<file path="config.mk">
export PLATFORM = sky130hd
export DESIGN_NAME = tacho_period_to_rpm_filter_unit
export DESIGN_NICKNAME = d
export VERILOG_FILES = /design/src/rtl/tprf_pkg.sv /design/src/rtl/tprf_divider.sv /design/src/rtl/tprf_filter.sv /design/src/rtl/tacho_period_to_rpm_filter_unit.sv
export SDC_FILE = /design/constraint.sdc
export NUM_CORES = 1
export LEC_CHECK = 0
export ABC_AREA = 1
export ABC_CLOCK_PERIOD_IN_PS = 2900
export BUFFER_PORTS_ARGS = -buffer_cell sky130_fd_sc_hd__buf_2
export CORE_UTILIZATION = 60
export CTS_BUF_LIST = sky130_fd_sc_hd__clkbuf_8
export DETAILED_ROUTE_END_ITERATION = 10
export PLACE_DENSITY = 0.8
export SLEW_MARGIN = 20
export SYNTH_ARGS = -nofsm -noshare
export SYNTH_HDL_FRONTEND = slang
export SYNTH_SLANG_ARGS = --single-unit
</file>
<file path="constraint.sdc">
create_clock -name clk_i -period 2.9 [get_ports clk_i]
set_input_delay 0.145 -clock clk_i [delete_from_list [all_inputs] [get_ports clk_i]]
set_output_delay 0.145 -clock clk_i [all_outputs]
set_load 0.02 [all_outputs]
</file>
<file path="src/rtl/tprf_pkg.sv">
`default_nettype none

package tprf_pkg;

  localparam int unsigned DATA_W            = 16;
  localparam int unsigned CFG_IDX_W         = 2;
  localparam int unsigned FRACTION_BITS_DEF = 8;

  localparam int unsigned NUM_W = 26;
  localparam int unsigned DIV_CNT_W = $clog2(NUM_W);
  localparam logic [NUM_W-1:0] RPM_NUMERATOR = 26'd60000000;

  localparam int unsigned GAIN_CNT_W = $clog2(DATA_W);

  localparam logic [DATA_W-1:0] GAIN_RESET       = 16'd21234;
  localparam logic [DATA_W-1:0] MIN_PERIOD_RESET = 16'd4000;
  localparam logic [DATA_W-1:0] MAX_PERIOD_RESET = 16'd65000;

  typedef enum logic [CFG_IDX_W-1:0] {
    REG_FILTER_GAIN = 2'd0,
    REG_MIN_PERIOD  = 2'd1,
    REG_MAX_PERIOD  = 2'd2
  } tprf_reg_e;

  typedef enum logic [1:0] {
    ST_IDLE,
    ST_RUN,
    ST_FINISH,
    ST_DONE
  } tprf_state_e;

  typedef struct packed {
    logic              valid;
    logic [DATA_W-1:0] raw;
  } tprf_raw_req_t;

endpackage

`default_nettype wire

</file>
<file path="src/rtl/tprf_divider.sv">
`default_nettype none

module tprf_divider import tprf_pkg::*; (
  input  wire logic              clk_i,
  input  wire logic              rst_ni,
  input  wire logic              in_valid_i,
  output logic                   in_ready_o,
  input  wire logic [DATA_W-1:0] period_i,
  output tprf_raw_req_t          out_o,
  input  wire logic              out_ready_i
);

  tprf_state_e            state_q, state_d;
  logic [DIV_CNT_W-1:0]   cnt_q, cnt_d;
  logic [DATA_W-1:0]      rem_q;
  logic [NUM_W-1:0]       quo_q;
  logic [DATA_W-1:0]      div_q;
  logic                   start;
  logic                   step;
  logic [DATA_W:0]        trial;
  logic [DATA_W:0]        trial_sub;
  logic                   fits;

  // one quotient bit per cycle, msb first
  assign trial     = {rem_q, quo_q[NUM_W-1]};
  assign fits      = (trial >= {1'b0, div_q});
  assign trial_sub = trial - {1'b0, div_q};

  always_ff @(posedge clk_i or negedge rst_ni) begin
    if (!rst_ni) begin
      state_q <= ST_IDLE;
      cnt_q   <= '0;
    end else begin
      state_q <= state_d;
      cnt_q   <= cnt_d;
    end
  end

  always_comb begin
    state_d = state_q;
    cnt_d   = cnt_q;
    start   = 1'b0;
    step    = 1'b0;
    unique case (state_q)
      ST_IDLE: begin
        if (in_valid_i) begin
          start   = 1'b1;
          cnt_d   = '0;
          state_d = ST_RUN;
        end
      end
      ST_RUN: begin
        step  = 1'b1;
        cnt_d = cnt_q + DIV_CNT_W'(1);
        if (cnt_q == DIV_CNT_W'(NUM_W - 1)) begin
          state_d = ST_DONE;
        end
      end
      ST_DONE: begin
        if (out_ready_i) begin
          state_d = ST_IDLE;
        end
      end
      default: begin
        state_d = ST_IDLE;
      end
    endcase
  end

  always_ff @(posedge clk_i) begin
    if (start) begin
      rem_q <= '0;
      quo_q <= RPM_NUMERATOR;
      div_q <= period_i;
    end else if (step) begin
      rem_q <= fits ? trial_sub[DATA_W-1:0] : trial[DATA_W-1:0];
      quo_q <= {quo_q[NUM_W-2:0], fits};
    end
  end

  assign in_ready_o  = (state_q == ST_IDLE);
  assign out_o.valid = (state_q == ST_DONE);
  // saturate when the quotient needs more than 16 bits
  assign out_o.raw   = (|quo_q[NUM_W-1:DATA_W]) ? '1 : quo_q[DATA_W-1:0];

endmodule

`default_nettype wire

</file>
<file path="src/rtl/tprf_filter.sv">
`default_nettype none

module tprf_filter import tprf_pkg::*; #(
  parameter int unsigned FRACTION_BITS = FRACTION_BITS_DEF
) (
  input  wire logic              clk_i,
  input  wire logic              rst_ni,
  input  wire tprf_raw_req_t     in_i,
  output logic                   in_ready_o,
  input  wire logic [DATA_W-1:0] gain_i,
  output logic                   out_valid_o,
  input  wire logic              out_ready_i,
  output logic [DATA_W-1:0]      raw_speed_o,
  output logic [DATA_W-1:0]      filtered_speed_o
);

  localparam int unsigned ACC_W  = DATA_W + FRACTION_BITS;
  localparam int unsigned DIFF_W = ACC_W + 1;
  localparam int unsigned HI_W   = DIFF_W + 1;

  tprf_state_e             state_q, state_d;
  logic [GAIN_CNT_W-1:0]   cnt_q, cnt_d;
  logic [ACC_W-1:0]        acc_q;
  logic signed [DIFF_W-1:0] diff_q;
  logic [DATA_W-1:0]       gain_q;
  logic signed [HI_W-1:0]  hi_q;
  logic [DATA_W-1:0]       raw_q;
  logic [DATA_W-1:0]       raw_speed_q;
  logic [DATA_W-1:0]       filt_q;
  logic                    load;
  logic                    step;
  logic                    finish;
  logic [ACC_W-1:0]        target;
  logic signed [DIFF_W-1:0] diff_w;
  logic signed [HI_W-1:0]  addend;
  logic signed [HI_W-1:0]  sum;
  logic signed [HI_W-1:0]  acc_sum;
  logic [ACC_W-1:0]        acc_next;

  assign target = ACC_W'(in_i.raw) << FRACTION_BITS;
  assign diff_w = $signed({1'b0, target}) - $signed({1'b0, acc_q});

  // lsb-first shift-add; the arithmetic shift floors each step
  assign addend = gain_q[0] ? {diff_q[DIFF_W-1], diff_q} : '0;
  assign sum    = hi_q + addend;

  assign acc_sum  = $signed({2'b00, acc_q}) + hi_q;
  assign acc_next = acc_sum[ACC_W-1:0];

  always_ff @(posedge clk_i or negedge rst_ni) begin
    if (!rst_ni) begin
      state_q <= ST_IDLE;
      cnt_q   <= '0;
      acc_q   <= '0;
    end else begin
      state_q <= state_d;
      cnt_q   <= cnt_d;
      if (finish) begin
        acc_q <= acc_next;
      end
    end
  end

  always_comb begin
    state_d = state_q;
    cnt_d   = cnt_q;
    load    = 1'b0;
    step    = 1'b0;
    finish  = 1'b0;
    unique case (state_q)
      ST_IDLE: begin
        if (in_i.valid) begin
          load    = 1'b1;
          cnt_d   = '0;
          state_d = ST_RUN;
        end
      end
      ST_RUN: begin
        step  = 1'b1;
        cnt_d = cnt_q + GAIN_CNT_W'(1);
        if (cnt_q == GAIN_CNT_W'(DATA_W - 1)) begin
          state_d = ST_FINISH;
        end
      end
      ST_FINISH: begin
        finish  = 1'b1;
        state_d = ST_DONE;
      end
      ST_DONE: begin
        if (out_ready_i) begin
          state_d = ST_IDLE;
        end
      end
      default: begin
        state_d = ST_IDLE;
      end
    endcase
  end

  always_ff @(posedge clk_i) begin
    if (load) begin
      diff_q <= diff_w;
      gain_q <= gain_i;
      hi_q   <= '0;
      raw_q  <= in_i.raw;
    end else if (step) begin
      hi_q   <= sum >>> 1;
      gain_q <= gain_q >> 1;
    end
    if (finish) begin
      raw_speed_q <= raw_q;
      filt_q      <= acc_next[FRACTION_BITS +: DATA_W];
    end
  end

  assign in_ready_o       = (state_q == ST_IDLE);
  assign out_valid_o      = (state_q == ST_DONE);
  assign raw_speed_o      = raw_speed_q;
  assign filtered_speed_o = filt_q;

endmodule

`default_nettype wire

</file>
<file path="src/rtl/tacho_period_to_rpm_filter_unit.sv">
// path: an accepted request passes the 26-step divider, a handoff into the filter,
//   the 16-step serial gain multiply and an accumulate step before m_axis_tvalid_o
// overlap: the bit-serial divider takes a new request only once its last result is
//   handed on; the filter runs on one item while the divider works on the next
// reset: registers return to gain 21234, periods 4000 and 65000, accumulator zero
`default_nettype none

module tacho_period_to_rpm_filter_unit import tprf_pkg::*; #(
  parameter int unsigned FRACTION_BITS = FRACTION_BITS_DEF
) (
  input  wire logic                 clk_i,
  input  wire logic                 rst_ni,
  input  wire logic                 s_axis_tvalid_i,
  output logic                      s_axis_tready_o,
  input  wire logic [DATA_W-1:0]    s_axis_tdata_i,   // [15:0] pulse_period
  output logic                      m_axis_tvalid_o,
  input  wire logic                 m_axis_tready_i,
  output logic [2*DATA_W-1:0]       m_axis_tdata_o,   // [15:0] raw_speed, [31:16] filtered_speed
  input  wire logic                 cfg_we_i,
  input  wire logic [CFG_IDX_W-1:0] cfg_index_i,
  input  wire logic [DATA_W-1:0]    cfg_data_i
);

  logic [DATA_W-1:0] gain_q;
  logic [DATA_W-1:0] min_period_q;
  logic [DATA_W-1:0] max_period_q;
  logic [DATA_W-1:0] period_clamped;
  tprf_raw_req_t     raw_req;
  logic              raw_ready;
  logic [DATA_W-1:0] raw_speed;
  logic [DATA_W-1:0] filtered_speed;

  always_ff @(posedge clk_i or negedge rst_ni) begin
    if (!rst_ni) begin
      gain_q       <= GAIN_RESET;
      min_period_q <= MIN_PERIOD_RESET;
      max_period_q <= MAX_PERIOD_RESET;
    end else if (cfg_we_i) begin
      unique case (cfg_index_i)
        REG_FILTER_GAIN: gain_q       <= cfg_data_i;
        REG_MIN_PERIOD:  min_period_q <= cfg_data_i;
        REG_MAX_PERIOD:  max_period_q <= cfg_data_i;
        default: begin
        end
      endcase
    end
  end

  // upper clamp wins when the limits cross
  always_comb begin
    period_clamped = s_axis_tdata_i;
    if (s_axis_tdata_i > max_period_q) begin
      period_clamped = max_period_q;
    end else if (s_axis_tdata_i < min_period_q) begin
      period_clamped = min_period_q;
    end
  end

  tprf_divider u_divider (
    .clk_i       (clk_i),
    .rst_ni      (rst_ni),
    .in_valid_i  (s_axis_tvalid_i),
    .in_ready_o  (s_axis_tready_o),
    .period_i    (period_clamped),
    .out_o       (raw_req),
    .out_ready_i (raw_ready)
  );

  tprf_filter #(
    .FRACTION_BITS (FRACTION_BITS)
  ) u_filter (
    .clk_i            (clk_i),
    .rst_ni           (rst_ni),
    .in_i             (raw_req),
    .in_ready_o       (raw_ready),
    .gain_i           (gain_q),
    .out_valid_o      (m_axis_tvalid_o),
    .out_ready_i      (m_axis_tready_i),
    .raw_speed_o      (raw_speed),
    .filtered_speed_o (filtered_speed)
  );

  assign m_axis_tdata_o = {filtered_speed, raw_speed};

endmodule

`default_nettype wire

</file>
==> impl_metrics.py, run 1 <==
metrics = {
    "status": {
        "outcome": "complete, no violations",
    },
    "worst_setup_path": {
        "rrSetupSlack_ps": 70,
        "cp_max_fo": 16,
        "crit_arrival_ps": 3130,
        "cp_data_required_time_ps": 3200,
        "endpoint_kind": "register",
        "ff2ff_path_depth": 11,
        "start_kind": "register",
        "crit_type": "reg2reg",
        "r2r-start": "u_divider.quo_q[25]",
        "r2r-end": "u_filter.diff_q[21]",
    },
    "synthesis": {
        "synth_cell_types": 44,
        "ys.flop_type": "edfxtp_1",
        "synth_fp_nets": 2266,
        "syn_avg_cell_area_um2": 7.544,
        "yosysWarningCount": 0,
        "syn_area_mm2": 0.01589,
        "synth_seq_cells": 257,
        "seq_area_frac_synth_pct": 41.87,
        "synthArstFlopShare_pct": 33.07,
        "netlist_instances": 2106,
        "synth-edff-count": 105,
    },
    "timing": {
        "timing.fmax_mhz": 353.4,
        "finalCritPeriodShare_pct": 97.57,
        "finalClockSkew_ps": 16.04,
        "grt_setup_unrepaired": "true",
        "setup_violations": 0,
        "tns_ps": 0,
        "drv_slew": 0,
        "relSlewSlack_pct": 33.10,
        "tightest_slew_ps": 1001,
        "hold_violations": 0,
        "period_needed_ps": 2830,
    },
    "die": {
        "start_util_pct": 61.14,
        "fp-row-count": 59,
        "die_area_mm2": 0.02713,
        "core_mm2": 0.02598,
        "design.portCount": 73,
        "die_y_um": 164.7,
        "die_w_um": 164.7,
    },
    "power": {
        "total_power_mw": 21.55,
        "intPower_mw": 11.43,
        "leakagePower_nw": 8.934,
        "swShare_pct": 46.94,
        "p_switching_mw": 10.12,
        "pwr-share-clk_pct": 15.7,
        "comb_power_share_pct": 55.0,
        "ir_drop_mv": 0.8150,
        "power.density_mw_per_mm2": 1212,
        "p_seq_share_pct": 29.2,
    },
    "detailed_routing": {
        "ant_nets": 0,
        "avgRoutedWirePerCell_um": 15.87,
        "met2_length_mm": 19.61,
        "drc_errors": 0,
        "top_layer": "met4",
        "route.met3.wl_mm": 2.233,
        "wirelength_mm": 41.05,
        "drt-met1-wl_mm": 17.17,
        "vias": 14100,
        "via_per_inst": 5.452,
        "firstDrtPassIters": 6,
        "first_iter_violations": 966,
    },
    "clocking": {
        "tritoncts": "done",
        "clk_latency_ps": 560,
        "cts-buffers-inserted": 44,
        "ctsLongestPathBuffers": 3,
        "cts-root-buf": "clkbuf_8",
        "htreeDepth": 2,
        "clock_sinks": 257,
        "clk_pin_slew_ps": 60,
    },
    "final_layout": {
        "final_common_cell": "nand2_1",
        "seqCellArea_mm2": 0.006653,
        "multi_input_area_mm2": 0.007724,
        "nFillCells": 2221,
        "area_growth_pct": 11.88,
        "drive_gt1_share_pct": 9.151,
        "final_cell_mix": "592 x nand2_1, 372 x inv_1, 143 x o21ai_0, 141 x nand3_1, 122 x nor2_1",
        "final_nets": 2376,
    },
    "grt": {
        "gr-usage-all-layers_pct": 31.12,
        "grt_pass1_wl_mm": 66.41,
        "antenna_found_initial": 0,
        "grt_max_degree": 65,
        "grt_overflow": 0,
        "first_global_vias": 13680,
    },
    "place": {
        "port_buffers": 72,
        "dp_hpwl_mm": 30.56,
        "gp_congestion": 0.9683,
    },
    "min_path": {
        "holdCritPathClass": "in2reg",
        "min_to": "u_divider.div_q[7]",
        "worstHoldStart": "s_axis_tdata_i[7]",
        "holdPathStages": 5,
    },
    "flow_run": {
        "drv_cap": 0,
    },
}
power groups by stage:
stage	Sequential, mW	Combinational (mW)	Clock (mW)
4_1_cts	6.29	11.7	3.45
6_report	6.30	11.9	3.39
2_1_floorplan	6.27	8.67	0
3_3_place_gp	6.30	11.3	0
5_1_grt	6.43	13.4	3.62
3_5_place_dp	6.34	11.6	0
through the flow:
stage	hold slack, ps	utilization (%)	instance area, µm²	setup WS, ps	cells
3_3_place_gp	260.5	63.89	16600	252.0	2482
4_1_cts	5.524	68.28	17740	166.3	2585
5_1_grt	39.93	68.40	17770	-104.3	2586
6_report	30.26	68.41	17780	70.34	2587
3_5_place_dp	259.7	63.89	16600	183.0	2482
2_1_floorplan	-150.6	-	15890	213.0	2106
what timing repair did:
action / CTS / global route
endpoints found under the hold margin: 94 / 0
gates resized for setup: 0 / 8
hold buffers: 22 / 0
setup endpoints to repair: 0 / 7
setup buffers: 0 / 1
cell usage after synthesis (2+ instances only):
library cell / number / area share (%)
nor4_2: 2 / 0.16
nor4_1: 3 / 0.12
buf_2: 10 / 0.32
dfstp_2: 25 / 4.1
nor2_1: 123 / 2.9
o21ai_2: 2 / 0.11
a21boi_0: 3 / 0.14
o31ai_1: 2 / 0.094
o21ai_1: 8 / 0.25
nand3_1: 141 / 4.4
edfxtp_1: 105 / 20
ha_1: 118 / 9.3
inv_2: 2 / 0.047
or2_2: 6 / 0.24
o22ai_1: 20 / 0.79
nand4_1: 30 / 1.2
nand2_1: 592 / 14
xor2_1: 25 / 1.4
a31oi_1: 3 / 0.12
nand2_2: 4 / 0.16
dfxtp_1: 67 / 8.4
buf_6: 3 / 0.21
nor2_2: 6 / 0.24
inv_1: 353 / 8.3
o211ai_1: 5 / 0.24
a22oi_1: 11 / 0.52
clkbuf_1: 27 / 0.64
nand3b_1: 2 / 0.094
nor3_1: 18 / 0.57
o21ai_0: 145 / 4.6
a21oi_1: 120 / 3.8
fa_1: 3 / 0.38
buf_1: 5 / 0.12
a21o_1: 2 / 0.094
and2_1: 14 / 0.55
dfrtp_1: 60 / 9.5
o21bai_1: 17 / 0.80
o21a_1: 5 / 0.24
xnor2_1: 14 / 0.77
area by class of cell:
type / count / share of cell area [%]
multi-input combinational: 1448 / 43.45
sequential: 257 / 37.43
clock inverter: 27 / 0.9995
antenna: 1 / 0.01408
clock buffer: 54 / 4.181
tap: 335 / 2.358
inverter: 356 / 7.517
timing repair buffer: 109 / 4.054
registers in the layout, indices dropped and copies added, names as in the netlist:
name,flops
u_filter.raw_q,16
u_filter.filtered_speed_o,16
gain_q,16
u_divider.quo_q,26
u_divider.cnt_q,5
u_filter.diff_q,25
u_divider.div_q,16
u_divider.state_q,2
u_filter.state_q,2
max_period_q,16
u_divider.rem_q,16
u_filter.gain_q,16
u_filter.raw_speed_o,16
u_filter.cnt_q,4
min_period_q,16
u_filter.hi_q,25
u_filter.acc_q,24
per-layer routing:
layer / track usage [%] / up-vias
li1: - / 7069
met1: 38.37 / 6477
met2: 52.88 / 446
met3: 4.470 / 112
met4: 16.14 / 0
met5: 0 / -
kinds of logic (layout without fill, tap and decap cells):
| logic type | after synthesis | count (layout) | share of synthesized area, % |
|---|---|---|---|
| buffers and inverters | 401 | 546 | 9.694 |
| AND/OR/NAND/NOR | 944 | 944 | 24.81 |
| other | 0 | 1 | 0 |
| flip-flops | 257 | 257 | 41.87 |
| adder cells (fa/ha/maj) | 121 | 121 | 9.671 |
| XOR/XNOR | 39 | 39 | 2.150 |
| AO/OA/AOI/OAI | 344 | 344 | 11.80 |
critical path, stage by stage, from the launching register on:
cell	delay (ps)
dfxtp_1	300
inv_1	110
nand4_1	190
nor4_4	320
buf_12	190
nand2_1	80
ha_1	360
nand2_1	150
nor4_1	530
nand2_1	150
nand3_1	120
xor2_1	70
worst max-delay path by stage:
stage | slack [ps] | cells after the start | from | end
2_1_floorplan | 210 | 5 | u_filter.state_q[0] | u_filter.diff_q[0]
3_3_place_gp | 250 | 14 | u_divider.quo_q[25] | u_filter.diff_q[18]
3_5_place_dp | 180 | 13 | u_divider.quo_q[25] | u_filter.diff_q[23]
4_1_cts | 170 | 14 | u_divider.quo_q[25] | u_filter.diff_q[17]
5_1_grt | -100 | 13 | u_divider.quo_q[25] | u_filter.diff_q[19]
6_report | 70 | 11 | u_divider.quo_q[25] | u_filter.diff_q[21]
Note: power is estimated with default switching activity, not from simulation.
==> run 2: changes to the inputs <==
--- a/config.mk
+++ b/config.mk
@@ -12,6 +12,7 @@
 export CTS_BUF_LIST = sky130_fd_sc_hd__clkbuf_8
 export DETAILED_ROUTE_END_ITERATION = 10
 export PLACE_DENSITY = 0.8
+export SETUP_SLACK_MARGIN = 0.3
 export SLEW_MARGIN = 20
 export SYNTH_ARGS = -nofsm -noshare
 export SYNTH_HDL_FRONTEND = slang
==> run 2 against run 1 <==
Effect of this change: clock skew grew 13 ps; final cell count up 1.0%; power rose by 2.4%; sequential power barely moved; via count increased by 2.1%; worst hold slack got worse by 2.4 ps; count of clock-buffer cells in the layout shrank 1; global-route usage shrank 0.41 points; combinational power increased by 5%; sequential share of layout area shrank 1.2 points; largest cell class unchanged.
==> impl_metrics.py, run 2 (synthesis gave the netlist of run 1 again) <==
metrics = {
    "worst_setup_path": {
        "crit_chain": "inv_2 > nand4_1 > nor4_4 > buf_4 > clkbuf_16 > nand2_1 > ha_4 > nand2_2 > nor2_1 > inv_1 > nor3_2 > nor2_2 > nor2_1 > nor2_1 > xnor2_1",
        "worstSetupStartpoint": "u_divider.quo_q[25]",
        "crit_arrival_ps": 2970,
        "endpoint_kind": "register",
        "slowest_stage": "ha_4",
        "r2r-start": "u_divider.quo_q[25]",
        "cp_data_required_time_ps": 3220,
        "cp_max_fo": 7,
        "start_kind": "register",
        "cpPeakStageDelay_ps": 330,
        "ff2ff_path_depth": 15,
        "critical_path.most_common_cell": "nor2_1",
        "crit_type": "reg2reg",
    },
    "final_layout": {
        "reg_top3": "u_divider.quo_q x26, u_filter.diff_q x25, u_filter.hi_q x25",
        "largest_register_ffs": 26,
        "n_antenna_cell": 0,
        "final_cell_mix": "578 x nand2_1, 369 x inv_1, 139 x o21ai_0, 139 x nand3_1, 116 x nor2_1",
        "final_nets": 2402,
        "nFillCells": 2135,
        "drive_gt1_share_pct": 12.24,
        "largest_register": "u_divider.quo_q",
        "final_common_cell": "nand2_1",
        "area_growth_pct": 15.52,
    },
    "status": {
        "outcome": "complete, no violations",
    },
    "power": {
        "swShare_pct": 47.09,
        "leakagePower_nw": 9.155,
        "total_power_mw": 22.07,
        "p_switching_mw": 10.39,
        "ir_drop_mv": 0.8381,
        "p_seq_share_pct": 28.4,
        "pwr-share-clk_pct": 15.1,
        "intPower_mw": 11.68,
        "comb_power_share_pct": 56.5,
        "power.density_mw_per_mm2": 1203,
    },
    "clocking": {
        "cts-root-buf": "clkbuf_8",
        "clk_latency_ps": 590,
        "clk_pin_slew_ps": 70,
        "ctsLongestPathBuffers": 3,
        "htreeDepth": 2,
        "tritoncts": "done",
        "cts-buffers-inserted": 45,
        "clock_sinks": 257,
    },
    "timing": {
        "finalCritPeriodShare_pct": 91.32,
        "timing.fmax_mhz": 377.6,
        "hold_violations": 0,
        "tightest_slew_ps": 1048,
        "whs_ps": 27.84,
        "grt_setup_unrepaired": "true",
        "finalClockSkew_ps": 29.14,
        "period_needed_ps": 2648,
        "tns_ps": 0,
        "relSlewSlack_pct": 29.93,
        "drv_slew": 0,
        "setup_violations": 0,
    },
    "grt": {
        "first_global_vias": 13460,
        "antenna_found_initial": 1,
        "grt_pass1_wl_mm": 65.33,
        "grt_overflow": 0,
        "grt_max_degree": 65,
        "gr-usage-all-layers_pct": 30.71,
    },
    "detailed_routing": {
        "first_iter_violations": 1093,
        "via_per_inst": 5.510,
        "drc_errors": 0,
        "wirelength_mm": 41.52,
        "avgRoutedWirePerCell_um": 15.88,
        "vias": 14400,
        "ant_nets": 0,
        "firstDrtPassIters": 5,
    },
    "place": {
        "port_buffers": 72,
        "gp_congestion": 0.9787,
        "dp_hpwl_mm": 30.07,
    },
    "die": {
        "fp-row-count": 59,
        "die_w_um": 164.7,
        "die_area_mm2": 0.02713,
        "die_y_um": 164.7,
        "core_mm2": 0.02598,
        "start_util_pct": 61.14,
        "design.portCount": 73,
    },
    "min_path": {
        "holdPathStages": 5,
        "holdCritPathClass": "in2reg",
        "worstHoldStart": "s_axis_tdata_i[2]",
    },
    "flow_run": {
        "drv_cap": 0,
    },
}
run 2: power groups by stage:
stage | combinational [mW] | sequential (mW) | clock [mW]
detailed placement | 11.5 | 6.33 | 0
floorplan | 8.67 | 6.27 | 0
CTS | 11.7 | 6.27 | 3.38
finish | 12.5 | 6.27 | 3.33
global route | 14.1 | 6.38 | 3.53
global placement | 11.3 | 6.29 | 0
run 2: what timing repair did:
item / in CTS / in global routing
hold endpoints to repair: 100 / 0
resized for setup: 13 / 69
buffers inserted: 1 / 16
gates cloned: 0 / 1
pin swaps: 1 / 21
hold buffers: 29 / 0
endpoints found under the setup margin: 12 / 46
run 2: worst max-delay path: cells and delay by family (launching register included):
kind / cells / cell delay [ps]
simple gates: 9 / 1140
flops: 1 / 310
buf+inv: 4 / 480
fa+ha+maj: 1 / 330
xor+xnor: 1 / 130
run 2: routing by layer:
| layer | up-vias | routed length (µm) | track usage [%] |
|---|---|---|---|
| met5 | - | 8 | 0 |
| met4 | 2 | 1661 | 13.80 |
| met3 | 119 | 2166 | 4.395 |
| met2 | 466 | 20270 | 52.83 |
| met1 | 6680 | 17410 | 38.16 |
| li1 | 7135 | - | - |
run 2: final timing paths:
kind | endpoint | slack, ps
setup / recovery | u_filter.diff_q[18] | 250
hold / removal | u_divider.div_q[2] | 30
setup reg to reg | u_filter.diff_q[18] | 250
hold reg to reg | u_filter.raw_speed_o[9] | 420
max in group asynchronous | min_period_q[10] | 1900
min in group asynchronous | u_filter.acc_q[19] | 160
run 2: layout make-up:
type	instances	area, µm²	area share [%]
well taps	335	419.2	2.284
inverters	356	1336	7.281
repair buffers	134	943.4	5.140
multi-input cells	1448	8099	44.13
clock inverters	31	173.9	0.9476
flip-flops and latches	257	6653	36.25
clock buffers	53	729.5	3.974
run 2: through the flow:
step	worst slack [ps]	std cells	instance area [µm²]	util, %
final	251.7	2614	18350	70.63
after floorplan	336.7	2106	15900	-
after detailed placement	161.4	2483	16600	63.90
after global placement	261.8	2483	16600	63.90
after global routing	156.4	2614	18350	70.63
after CTS	286.1	2597	17860	68.73
